[config.mk]
export PLATFORM = sky130hd
export DESIGN_NAME = rrtd_ctrl
export DESIGN_NICKNAME = d
export VERILOG_FILES = /design/src/rrtd_pkg.sv /design/src/rrtd_ctrl.sv
export VERILOG_INCLUDE_DIRS = /design/src /design/src/src
export SDC_FILE = /design/constraint.sdc
export NUM_CORES = 1
export LEC_CHECK = 0
export ABC_AREA = 1
export BUFFER_PORTS_ARGS = -buffer_cell sky130_fd_sc_hd__clkbuf_2
export CELL_PAD_IN_SITES_DETAIL_PLACEMENT = 1
export CELL_PAD_IN_SITES_GLOBAL_PLACEMENT = 1
export CORE_ASPECT_RATIO = 0.7
export CORE_MARGIN = 4
export CORE_UTILIZATION = 30
export CTS_CLUSTER_SIZE = 40
export DETAILED_ROUTE_END_ITERATION = 8
export PLACE_DENSITY_LB_ADDON = 0.1
export SYNTH_ARGS = -nofsm -noshare
export SYNTH_HDL_FRONTEND = slang
export SYNTH_SLANG_ARGS = --single-unit
[constraint.sdc]
create_clock -name clk -period 1.4 [get_ports clk]
set_input_delay 0.21 -clock clk [delete_from_list [all_inputs] [get_ports clk]]
set_output_delay 0.21 -clock clk [all_outputs]
set_load 0.01 [all_outputs]
[src/assert_macros.svh]
// Assertion helpers included by the controller RTL
`ifndef ASSERT_MACROS_SVH
`define ASSERT_MACROS_SVH

// Same-cycle implication, checked out of reset
`define ASSERT_IMPL(lbl, ante, cons) \
  lbl: assert property (@(posedge clk) disable iff (!rst_n) (ante) |-> (cons)) \
    else $error("implication check failed");

// Next-cycle implication, checked out of reset
`define ASSERT_NEXT(lbl, ante, cons) \
  lbl: assert property (@(posedge clk) disable iff (!rst_n) (ante) |=> (cons)) \
    else $error("next-cycle check failed");

`endif

[src/rrtd_pkg.sv]
// ---------------------------------------------------------------------------
// rrtd_pkg
// Types and constants shared by the tick divider controller and datapath.
// ---------------------------------------------------------------------------
package rrtd_pkg;

  localparam int SCALE_W = 16;
  localparam int IVL_W   = 40;
  localparam int MODE_W  = 2;
  localparam int PD_W    = 48;
  localparam int OUT_W   = 64;
  localparam int IDX_W   = 7;
  localparam int DIV_W   = 64;
  localparam int CFG_IW  = 2;

  localparam logic [CFG_IW-1:0] CFG_SCALE    = 2'd0;
  localparam logic [CFG_IW-1:0] CFG_INTERVAL = 2'd1;
  localparam logic [CFG_IW-1:0] CFG_MODE     = 2'd2;

  localparam logic [MODE_W-1:0] MODE_NORMAL = 2'd0;
  localparam logic [MODE_W-1:0] MODE_CLIP   = 2'd1;
  localparam logic [MODE_W-1:0] MODE_MULTI  = 2'd2;

  typedef enum logic [4:0] {
    ST_IDLE, ST_MUL, ST_DISPATCH, ST_Z1, ST_Z2, ST_CWAIT, ST_NADD, ST_NCHK,
    ST_NWAIT, ST_NUPD1, ST_NUPD2, ST_MWAIT, ST_MOFF, ST_MBASE, ST_MCHK,
    ST_MLOOP, ST_MT1, ST_MT2, ST_NOTICK
  } state_t;

  typedef enum logic [3:0] {
    OP_NONE, OP_LATCH, OP_MUL, OP_ZERO1, OP_ZERO2, OP_CLIPD, OP_NADD,
    OP_NUPD1, OP_NUPD2, OP_MOFF, OP_MBASE, OP_MCHK, OP_MSTEP, OP_MT1,
    OP_MT2, OP_NOTICK
  } dp_op_t;

  typedef enum logic [1:0] {
    DIV_MAG, DIV_MAGM1, DIV_TRACK
  } div_src_t;

  typedef struct packed {
    dp_op_t   op;
    logic     div_start;
    div_src_t div_src;
    logic     load_out;
    logic     out_last;
  } cmd_t;

  typedef struct packed {
    logic              scale_zero;
    logic [MODE_W-1:0] mode;
    logic              pd_zero;
    logic              div_busy;
    logic              div_done;
    logic              out_range;
    logic              fin;
    logic              tail;
    logic              e_zero;
    logic              loop_done;
    logic              loop_end;
    logic              slot_free;
  } stat_t;

endpackage

[src/rrtd_ctrl.sv]
// ---------------------------------------------------------------------------
// rrtd_ctrl
// Controller: sequences one item through multiply, divide and tick emission.
// ---------------------------------------------------------------------------
`include "assert_macros.svh"

module rrtd_ctrl (
  input  logic             clk,
  input  logic             rst_n,
  input  logic             in_valid,
  output logic             in_ready,
  input  rrtd_pkg::stat_t  st,
  output rrtd_pkg::cmd_t   cmd
);

  rrtd_pkg::state_t state_r, state_nxt;

  always_ff @(posedge clk) begin
    if (!rst_n) begin
      state_r <= rrtd_pkg::ST_IDLE;
    end else begin
      state_r <= state_nxt;
    end
  end

  always_comb begin
    state_nxt     = state_r;
    cmd.op        = rrtd_pkg::OP_NONE;
    cmd.div_start = 1'b0;
    cmd.div_src   = rrtd_pkg::DIV_MAG;
    cmd.load_out  = 1'b0;
    cmd.out_last  = 1'b0;
    in_ready      = (state_r == rrtd_pkg::ST_IDLE);
    unique case (state_r)
      rrtd_pkg::ST_IDLE: begin
        if (in_valid) begin
          cmd.op    = rrtd_pkg::OP_LATCH;
          state_nxt = rrtd_pkg::ST_MUL;
        end
      end
      rrtd_pkg::ST_MUL: begin
        cmd.op    = rrtd_pkg::OP_MUL;
        state_nxt = rrtd_pkg::ST_DISPATCH;
      end
      rrtd_pkg::ST_DISPATCH: begin
        priority if (st.scale_zero) begin
          state_nxt = rrtd_pkg::ST_Z1;
        end else if (st.mode == rrtd_pkg::MODE_MULTI) begin
          if (st.pd_zero) begin
            state_nxt = rrtd_pkg::ST_NOTICK;
          end else begin
            cmd.div_start = 1'b1;
            cmd.div_src   = rrtd_pkg::DIV_MAGM1;
            state_nxt     = rrtd_pkg::ST_MWAIT;
          end
        end else if (st.mode == rrtd_pkg::MODE_CLIP) begin
          cmd.div_start = 1'b1;
          state_nxt     = rrtd_pkg::ST_CWAIT;
        end else begin
          state_nxt = rrtd_pkg::ST_NADD;
        end
      end
      rrtd_pkg::ST_Z1: begin
        cmd.op    = rrtd_pkg::OP_ZERO1;
        state_nxt = rrtd_pkg::ST_Z2;
      end
      rrtd_pkg::ST_Z2: begin
        if (st.slot_free) begin
          cmd.op       = rrtd_pkg::OP_ZERO2;
          cmd.load_out = 1'b1;
          cmd.out_last = 1'b1;
          state_nxt    = rrtd_pkg::ST_IDLE;
        end
      end
      rrtd_pkg::ST_CWAIT: begin
        if (st.div_done) begin
          cmd.op    = rrtd_pkg::OP_CLIPD;
          state_nxt = rrtd_pkg::ST_NADD;
        end
      end
      rrtd_pkg::ST_NADD: begin
        cmd.op    = rrtd_pkg::OP_NADD;
        state_nxt = rrtd_pkg::ST_NCHK;
      end
      rrtd_pkg::ST_NCHK: begin
        if (st.out_range) begin
          cmd.div_start = 1'b1;
          cmd.div_src   = rrtd_pkg::DIV_TRACK;
          state_nxt     = rrtd_pkg::ST_NWAIT;
        end else begin
          state_nxt = rrtd_pkg::ST_NOTICK;
        end
      end
      rrtd_pkg::ST_NWAIT: begin
        if (st.div_done) state_nxt = rrtd_pkg::ST_NUPD1;
      end
      rrtd_pkg::ST_NUPD1: begin
        cmd.op    = rrtd_pkg::OP_NUPD1;
        state_nxt = rrtd_pkg::ST_NUPD2;
      end
      rrtd_pkg::ST_NUPD2: begin
        if (st.slot_free) begin
          cmd.op       = rrtd_pkg::OP_NUPD2;
          cmd.load_out = 1'b1;
          cmd.out_last = 1'b1;
          state_nxt    = rrtd_pkg::ST_IDLE;
        end
      end
      rrtd_pkg::ST_MWAIT: begin
        if (st.div_done) state_nxt = rrtd_pkg::ST_MOFF;
      end
      rrtd_pkg::ST_MOFF: begin
        cmd.op    = rrtd_pkg::OP_MOFF;
        state_nxt = rrtd_pkg::ST_MBASE;
      end
      rrtd_pkg::ST_MBASE: begin
        cmd.op    = rrtd_pkg::OP_MBASE;
        state_nxt = rrtd_pkg::ST_MCHK;
      end
      rrtd_pkg::ST_MCHK: begin
        cmd.op    = rrtd_pkg::OP_MCHK;
        state_nxt = rrtd_pkg::ST_MLOOP;
      end
      rrtd_pkg::ST_MLOOP: begin
        if (st.loop_done) begin
          state_nxt = rrtd_pkg::ST_MT1;
        end else if (st.slot_free) begin
          cmd.op       = rrtd_pkg::OP_MSTEP;
          cmd.load_out = 1'b1;
          cmd.out_last = st.loop_end && !st.tail && !st.fin;
        end
      end
      rrtd_pkg::ST_MT1: begin
        cmd.op    = rrtd_pkg::OP_MT1;
        state_nxt = rrtd_pkg::ST_MT2;
      end
      rrtd_pkg::ST_MT2: begin
        priority if (st.tail || st.fin) begin
          if (st.slot_free) begin
            cmd.op       = rrtd_pkg::OP_MT2;
            cmd.load_out = 1'b1;
            cmd.out_last = 1'b1;
            state_nxt    = rrtd_pkg::ST_IDLE;
          end
        end else if (st.e_zero) begin
          // advance the tracked time by the remainder before the no-tick result
          cmd.op    = rrtd_pkg::OP_MT2;
          state_nxt = rrtd_pkg::ST_NOTICK;
        end else begin
          cmd.op    = rrtd_pkg::OP_MT2;
          state_nxt = rrtd_pkg::ST_IDLE;
        end
      end
      rrtd_pkg::ST_NOTICK: begin
        if (st.slot_free) begin
          cmd.op       = rrtd_pkg::OP_NOTICK;
          cmd.load_out = 1'b1;
          cmd.out_last = 1'b1;
          state_nxt    = rrtd_pkg::ST_IDLE;
        end
      end
      default: state_nxt = rrtd_pkg::ST_IDLE;
    endcase
  end

  `ASSERT_IMPL(a_load_slot, cmd.load_out, st.slot_free)
  `ASSERT_IMPL(a_start_idle, cmd.div_start, !st.div_busy)
  `ASSERT_NEXT(a_accept_busy, in_valid && in_ready, state_r == rrtd_pkg::ST_MUL)
  `ASSERT_IMPL(a_idle_no_div, state_r == rrtd_pkg::ST_IDLE, !st.div_busy)

endmodule

## After elaboration in Yosys (flattened, before gate mapping)

Cells that the tools add are included.

- Add/sub/neg operators: 0
- $mul: 0
- Divide/modulo/power cells: 0
- Order comparisons: 0
- Eq/ne operators: 25
- Shift operators: 0
- Multiplexer cells: 36
- Bitwise operators: 0
- Reductions and logical operators: 8

Operators with widths:

| operator | count |
|---|---|
| $pmux W5 S17 | 1 |
| $mux W5 | 12 |
| $pmux W4 S15 | 1 |
| $eq A5 B4 Y1 const B | 8 |
| $mux W4 | 6 |
| $eq A5 B3 Y1 const B | 4 |
| $eq A5 B5 Y1 const B | 3 |
| $mux W3 | 5 |
| $mux W2 | 6 |
| $eq A5 B2 Y1 const B | 2 |
| $ne A2 B2 Y1 const B | 5 |
| $pmux W2 S3 | 1 |
| $pmux W3 S2 | 1 |
| $eq A5 B1 Y1 const B | 1 |
| $logic_not A5 Y1 | 1 |
| $reduce_and A5 Y1 | 1 |
| $mux W1 | 3 |
| $reduce_or A3 Y1 | 1 |
| $eq A2 B1 Y1 const B | 1 |
| $eq A2 B2 Y1 const B | 1 |
| $logic_and A1 B1 Y1 | 2 |
| $logic_not A1 Y1 | 2 |
| $logic_or A1 B1 Y1 | 1 |

- Register bits after elaboration: 5
- Bits in latches: 0
- Memory bits (writable): 0
- Bits in read-only memories: 0
- Bits of input ports: 16
- Output and inout port bits: 10
- Word-level logic and storage cells: 70
- Memories: 0

## Depth between registers and ports, before layout

Gate-level depths: netlist of run 1.

- Depth after elaboration: 6
- Mapped depth: 10
- Depth with buffers taken out: 10

## Worst setup path before layout of run 1

OpenSTA, ideal clock, no wires.

- Path kind: reg-to-output
- From: reg state_r[3]
- To: out cmd[8] in the netlist's numbering
- Arrival time: 1.224 ns
- Required time: 1.190 ns
- Setup slack: -0.034 ns
- Stages on the path, launching flop included: 9
- Path buffers: 0
- Cell sequence: dfxtp_1 nand2_2 nor2_4 nand3b_4 nor2_1 inv_1 nand2_1 nor2_1 o211ai_1

RTL lines:

| what | RTL line | source |
|---|---|---|
| start, declared | rrtd_ctrl.sv:16 | `rrtd_pkg::state_t state_r, state_nxt;` |
| start signal, assigned | rrtd_ctrl.sv:20 | `state_r <= rrtd_pkg::ST_IDLE;` |
| start signal, assigned | rrtd_ctrl.sv:22 | `state_r <= state_nxt;` |
| end, declared | rrtd_ctrl.sv:13 | `output rrtd_pkg::cmd_t cmd` |

==> metrics.cfg, run 1 <==
[outcome]
outcome = finished with violations
violations = setup timing

[setup_path]
reg2reg_to = state_r[2]
crit_start = state_r[3]
crit_required_ns = 1.19
rr_worst_depth = 11
worstSetupEndpoint = cmd[8]
end_kind = output pin
reg2reg_from = state_r[4]
crit_type = flop to output pin
crit_path_max_fanout = 6
startpoint_type = flop
worstPathArrival_ns = 1.49
reg2reg_slack_ns = -0.12

[power_and_ir_drop]
seqPwrFrac = 0.175
power_frac_clock = 0.194
peakVddDrop_mv = 0.741
p_leak_uw = 0.000792
comb_power_share = 0.631
total_power_uw = 1380
p_int_uw = 754
p_sw_frac = 0.453
powerDensity_nw_per_um2 = 927
power.net_switching_uw = 625

[drt]
wire_per_inst_um = 17.3
antenna_left = 0
wirelength_mm = 4.33
vias = 1336
viasPerCell = 5.32
firstDrtPassIters = 4
drt_iter0_drc = 77
drc_errors = 0

[synth]
synth_area_per_cell_um2 = 5.72
netlist_instances = 149
synthesis.area_um2 = 852
ys_seq_area_frac = 0.117
ys_seq_elements = 5
yosysUniqueCellTypes = 24
ys_warn_count = 0
syn_nets = 165

[sta]
setup_viol_count_final = 15
fin_ws_ns = -0.303
rsz0062_at_grt = true
report.final.slew_viol_count = 0
fmax_mhz = 587
final_hold_viol_count = 0
worstMarginPinSlew_ns = 0.319
max_slew_margin = 0.787
post-route-min-period_ns = 1.70
fin_crit_sh = 1.22
final.setup_skew_ns = 0.00138

[worst_hold_path]
min_path_type = input pin to flop

[floorplanning]
fp.coreArea_um2 = 2590
die_x_um = 71.7
ios = 26
placementRows = 15
start_util = 0.329
die_y_um = 52.6
dieArea_um2 = 3770

[cells_and_area]
n_antenna_cell = 0
final_common_cell = buf_4
area_delta_synth_final_pct = 74.6
fillers = 367
finalNetCount = 234
top_regs = state_r x5
largest_reg_flops = 5
mostFrequentLayoutCells = 39 x buf_4, 30 x nand2_1, 20 x clkbuf_2, 17 x nor2_1, 14 x inv_1
drive_gt1_frac = 0.562
largest_register = state_r

[place]
port_buffers = 24
gp_congestion = 0.858
post-place-ws_ns = -0.203
hpwl_mm = 3.07

[flow_run]
drv_cap = 0

[grt]
grt_usage = 0.240
antenna_found_initial = 0
overflow = 0
grt_pass1_wl_mm = 6.87
grt_pass1_vias = 1404
grt_start_max_net_pins = 7

[clock_network]
clockBufferDepth = 2
clock-sinks = 5
tritoncts = yes
clock-root-buffer = clkbuf_8
numCtsBuffers = 3
clkTransAtPathRegs_ns = 0.04
clk_latency_ns = 0.22
cts_max_level = 1

==> metal layers <==
layer | wire length (µm) | vias to the layer above | track usage
met3 | 250 | 8 | 0.0460
met4 | 78 | 0 | 0.0500
met1 | 1840 | 646 | 0.283
li1 | - | 629 | -
met5 | 0 | - | 0
met2 | 2160 | 53 | 0.451
==> worst max-delay path: stages, from the launching register on <==
cell and delay, ns:
dfxtp_4 0.37, nor2_4 0.19, nand4_1 0.16, a22oi_2 0.24
nor2_2 0.07, o211ai_1 0.08, buf_2 0.16
==> cell families (layout without fill, tap and decap cells) <==
group | count (synthesis) | count (layout) | synth area share
compound gates | 20 | 20 | 0.132
simple gates | 102 | 102 | 0.640
flops | 5 | 5 | 0.117
buf+inv | 22 | 90 | 0.110
==> metrics by stage <==
stage / instances / cell area (µm²) / setup TNS (ns) / util / hold slack [ns]
final: 251 / 1490 / -2.79 / 0.574 / 0.285
after CTS: 249 / 1450 / -2.28 / 0.559 / 0.273
after floorplan: 149 / 857 / 0 / - / 0.382
after global placement: 245 / 1300 / -1.12 / 0.502 / 0.493
after detailed placement: 245 / 1300 / -1.78 / 0.502 / 0.506
after global routing: 251 / 1490 / -3.94 / 0.574 / 0.288
==> synthesized netlist by cell type (all sizes together) <==
library cell / number / area, µm²
inv: 20 / 77.6
a31o: 1 / 8.76
nand4: 6 / 37.5
o211ai: 1 / 7.51
nand3b: 3 / 47.6
clkinv: 1 / 5.00
nor2: 32 / 173
nand3: 18 / 110
a21oi: 9 / 45.0
a22oi: 1 / 7.51
o21ai: 8 / 43.8
nor3: 3 / 20.0
dfxtp: 5 / 100
buf: 1 / 11.3
nand2: 40 / 158
==> final cells by class <==
cell class | instances | area (µm²) | area share
Clock buffer | 4 | 45.0 | 0.0303
Sequential cell | 5 | 119 | 0.0799
Timing Repair Buffer | 65 | 435 | 0.293
Tap cell | 34 | 42.5 | 0.0286
Multi-Input combinational cell | 122 | 754 | 0.507
Inverter | 21 | 91.3 | 0.0614
==> timing repair <==
action / in CTS / in global routing
setup buffers: 1 / 2
hold buffers: 0 / 0
gates resized for setup: 33 / 11
pin swaps: 6 / 7
setup endpoints to repair: 15 / 15
==> how the worst min path moves through the flow <==
stage	from	end	slack, ns	depth (start not counted)
CTS	rst_n	state_r[1]	0.27	3
finish	rst_n	state_r[4]	0.28	3
floorplan	rst_n	state_r[4]	0.38	2
detailed placement	rst_n	state_r[2]	0.51	3
global route	rst_n	state_r[4]	0.29	3
global placement	rst_n	state_r[4]	0.49	3
==> power groups by stage <==
stage               sequential [µW]  combinational, µW  clock (µW)
floorplan                       202                388           0
global placement                214                730           0
detailed placement              218                756           0
CTS                             233                810         267
global route                    242                932         289
finish                          241                871         268
(Power assumes the default switching activity.)
==> run 2: changes to the inputs <==
--- a/config.mk
+++ b/config.mk
@@ -16,6 +16,7 @@
 export CTS_CLUSTER_SIZE = 40
 export DETAILED_ROUTE_END_ITERATION = 8
 export PLACE_DENSITY_LB_ADDON = 0.1
+export SETUP_SLACK_MARGIN = 0.2
 export SYNTH_ARGS = -nofsm -noshare
 export SYNTH_HDL_FRONTEND = slang
 export SYNTH_SLANG_ARGS = --single-unit
==> metrics.cfg, run 2 (synthesis results as in run 1) <==
[outcome]
outcome = finished with violations
violations = setup timing

[floorplanning]
die_y_um = 52.6
die_x_um = 71.7
ios = 26
dieArea_um2 = 3770
placementRows = 15
start_util = 0.329
fp.coreArea_um2 = 2590

[setup_path]
end_kind = output pin
crit_path_max_fanout = 6
reg2reg_from = state_r[3]
crit_required_ns = 1.19
crit_type = flop to output pin
reg2reg_slack_ns = -0.26
reg2reg_to = state_r[3]
rr_worst_depth = 9
startpoint_type = flop
worstPathArrival_ns = 1.63

[sta]
rsz0062_at_grt = true
max_slew_margin = 0.754
report.final.slew_viol_count = 0
fin_ws_ns = -0.436
setup_viol_count_final = 15
post-route-min-period_ns = 1.84
final.setup_skew_ns = 0.00540
worstMarginPinSlew_ns = 0.368
final_hold_viol_count = 0
fin_crit_sh = 1.31
fmax_mhz = 545
setup_tns_ns = -4.44

[clock_network]
cts_max_level = 1
clkTransAtPathRegs_ns = 0.04
numCtsBuffers = 3
clock-root-buffer = clkbuf_8
ctsHoldBuffers = 0
clk_latency_ns = 0.23
clock-sinks = 5
tritoncts = yes
clockBufferDepth = 2

[cells_and_area]
n_antenna_cell = 0
top_regs = state_r x5
final_core_util = 0.674
finalNetCount = 243
fillers = 318
largest_register = state_r
final_common_cell = buf_4
area_delta_synth_final_pct = 105
mostFrequentLayoutCells = 38 x buf_4, 24 x nand2_1, 15 x nor2_1, 14 x clkbuf_2
drive_gt1_frac = 0.664
largest_reg_flops = 5

[power_and_ir_drop]
comb_power_share = 0.703
powerDensity_nw_per_um2 = 1020
p_int_uw = 948
seqPwrFrac = 0.142
p_sw_frac = 0.468
power.net_switching_uw = 832
peakVddDrop_mv = 0.707
p_leak_uw = 0.000915
power_frac_clock = 0.154

[grt]
grt_start_max_net_pins = 7
grt_pass1_wl_mm = 8.22
overflow = 0
grt_pass1_vias = 1565
grt_usage = 0.291
antenna_found_initial = 0

[worst_hold_path]
min_path_type = input pin to flop
holdPathStages = 3
hp-start = rst_n
hold_end = state_r[0]

[place]
port_buffers = 24
gp_congestion = 0.876
hpwl_mm = 3.14

[drt]
vias = 1506
wire_per_inst_um = 23.8
drc_errors = 0
drt_iter0_drc = 120
antenna_left = 0
firstDrtPassIters = 4
wirelength_mm = 6.19
viasPerCell = 5.79

[flow_run]
drv_cap = 0

==> run 2: cell types whose count changed in the layout (fill, tap and decap cells not counted), sizes merged <==
cell and change:
buf +15, clkbuf -6
==> run 2: final cells by class <==
cell class,count,area [µm²],area share
well taps,34,42.5,0.0244
multi-input cells,122,860,0.492
flip-flops and latches,5,119,0.0681
inverters,21,104,0.0595
repair buffers,74,577,0.330
clock buffers,4,45.0,0.0258
==> run 2: metrics by stage <==
step / hold slack (ns) / power (µW) / cell area [µm²] / instances / setup slack (ns)
after floorplan: 0.382 / 601 / 870 / 149 / 0.0493
final: 0.307 / 1780 / 1750 / 260 / -0.436
after CTS: 0.298 / 1370 / 1550 / 251 / -0.286
after global routing: 0.331 / 1850 / 1750 / 260 / -0.492
after global placement: 0.496 / 932 / 1290 / 240 / -0.0804
after detailed placement: 0.500 / 962 / 1290 / 240 / -0.161
==> run 2: what timing repair did <==
item                                    CTS  global route
pin swaps                                13            19
buffers inserted                          7             9
endpoints found under the setup margin   15            15
resized for setup                        48            38
==> run 2: routing by layer <==
metal,global-route usage,routed length (µm),up-vias
li1,-,-,645
met1,0.327,2390,726
met5,0,0,-
met2,0.521,2930,105
met4,0.116,306,0
met3,0.0805,565,30
==> run 2: power by group through the flow <==
stage                     clock network (µW)  registers [µW]  logic (µW)
after floorplan                            0             206         395
after global placement                     0             221         712
after detailed placement                   0             222         740
after CTS                                270             244         858
after global routing                     292             255        1300
final                                    275             253        1250
==> run 2: how the worst max path moves through the flow <==
stage                    start      to  slack, ns
floorplan           state_r[4]  cmd[8]       0.05
global placement    state_r[2]  cmd[8]      -0.08
detailed placement  state_r[2]  cmd[8]      -0.16
CTS                 state_r[0]  cmd[8]      -0.29
global route        state_r[3]  cmd[8]      -0.49
finish              state_r[3]  cmd[8]      -0.44
==> run 2: worst max-delay path, stage by stage, from the launching register on <==
cell and delay (ns):
dfxtp_4 0.38, nor2_4 0.20, nand4_1 0.20, a22oi_2 0.26
nor2_2 0.09, o211ai_1 0.10, buf_2 0.17
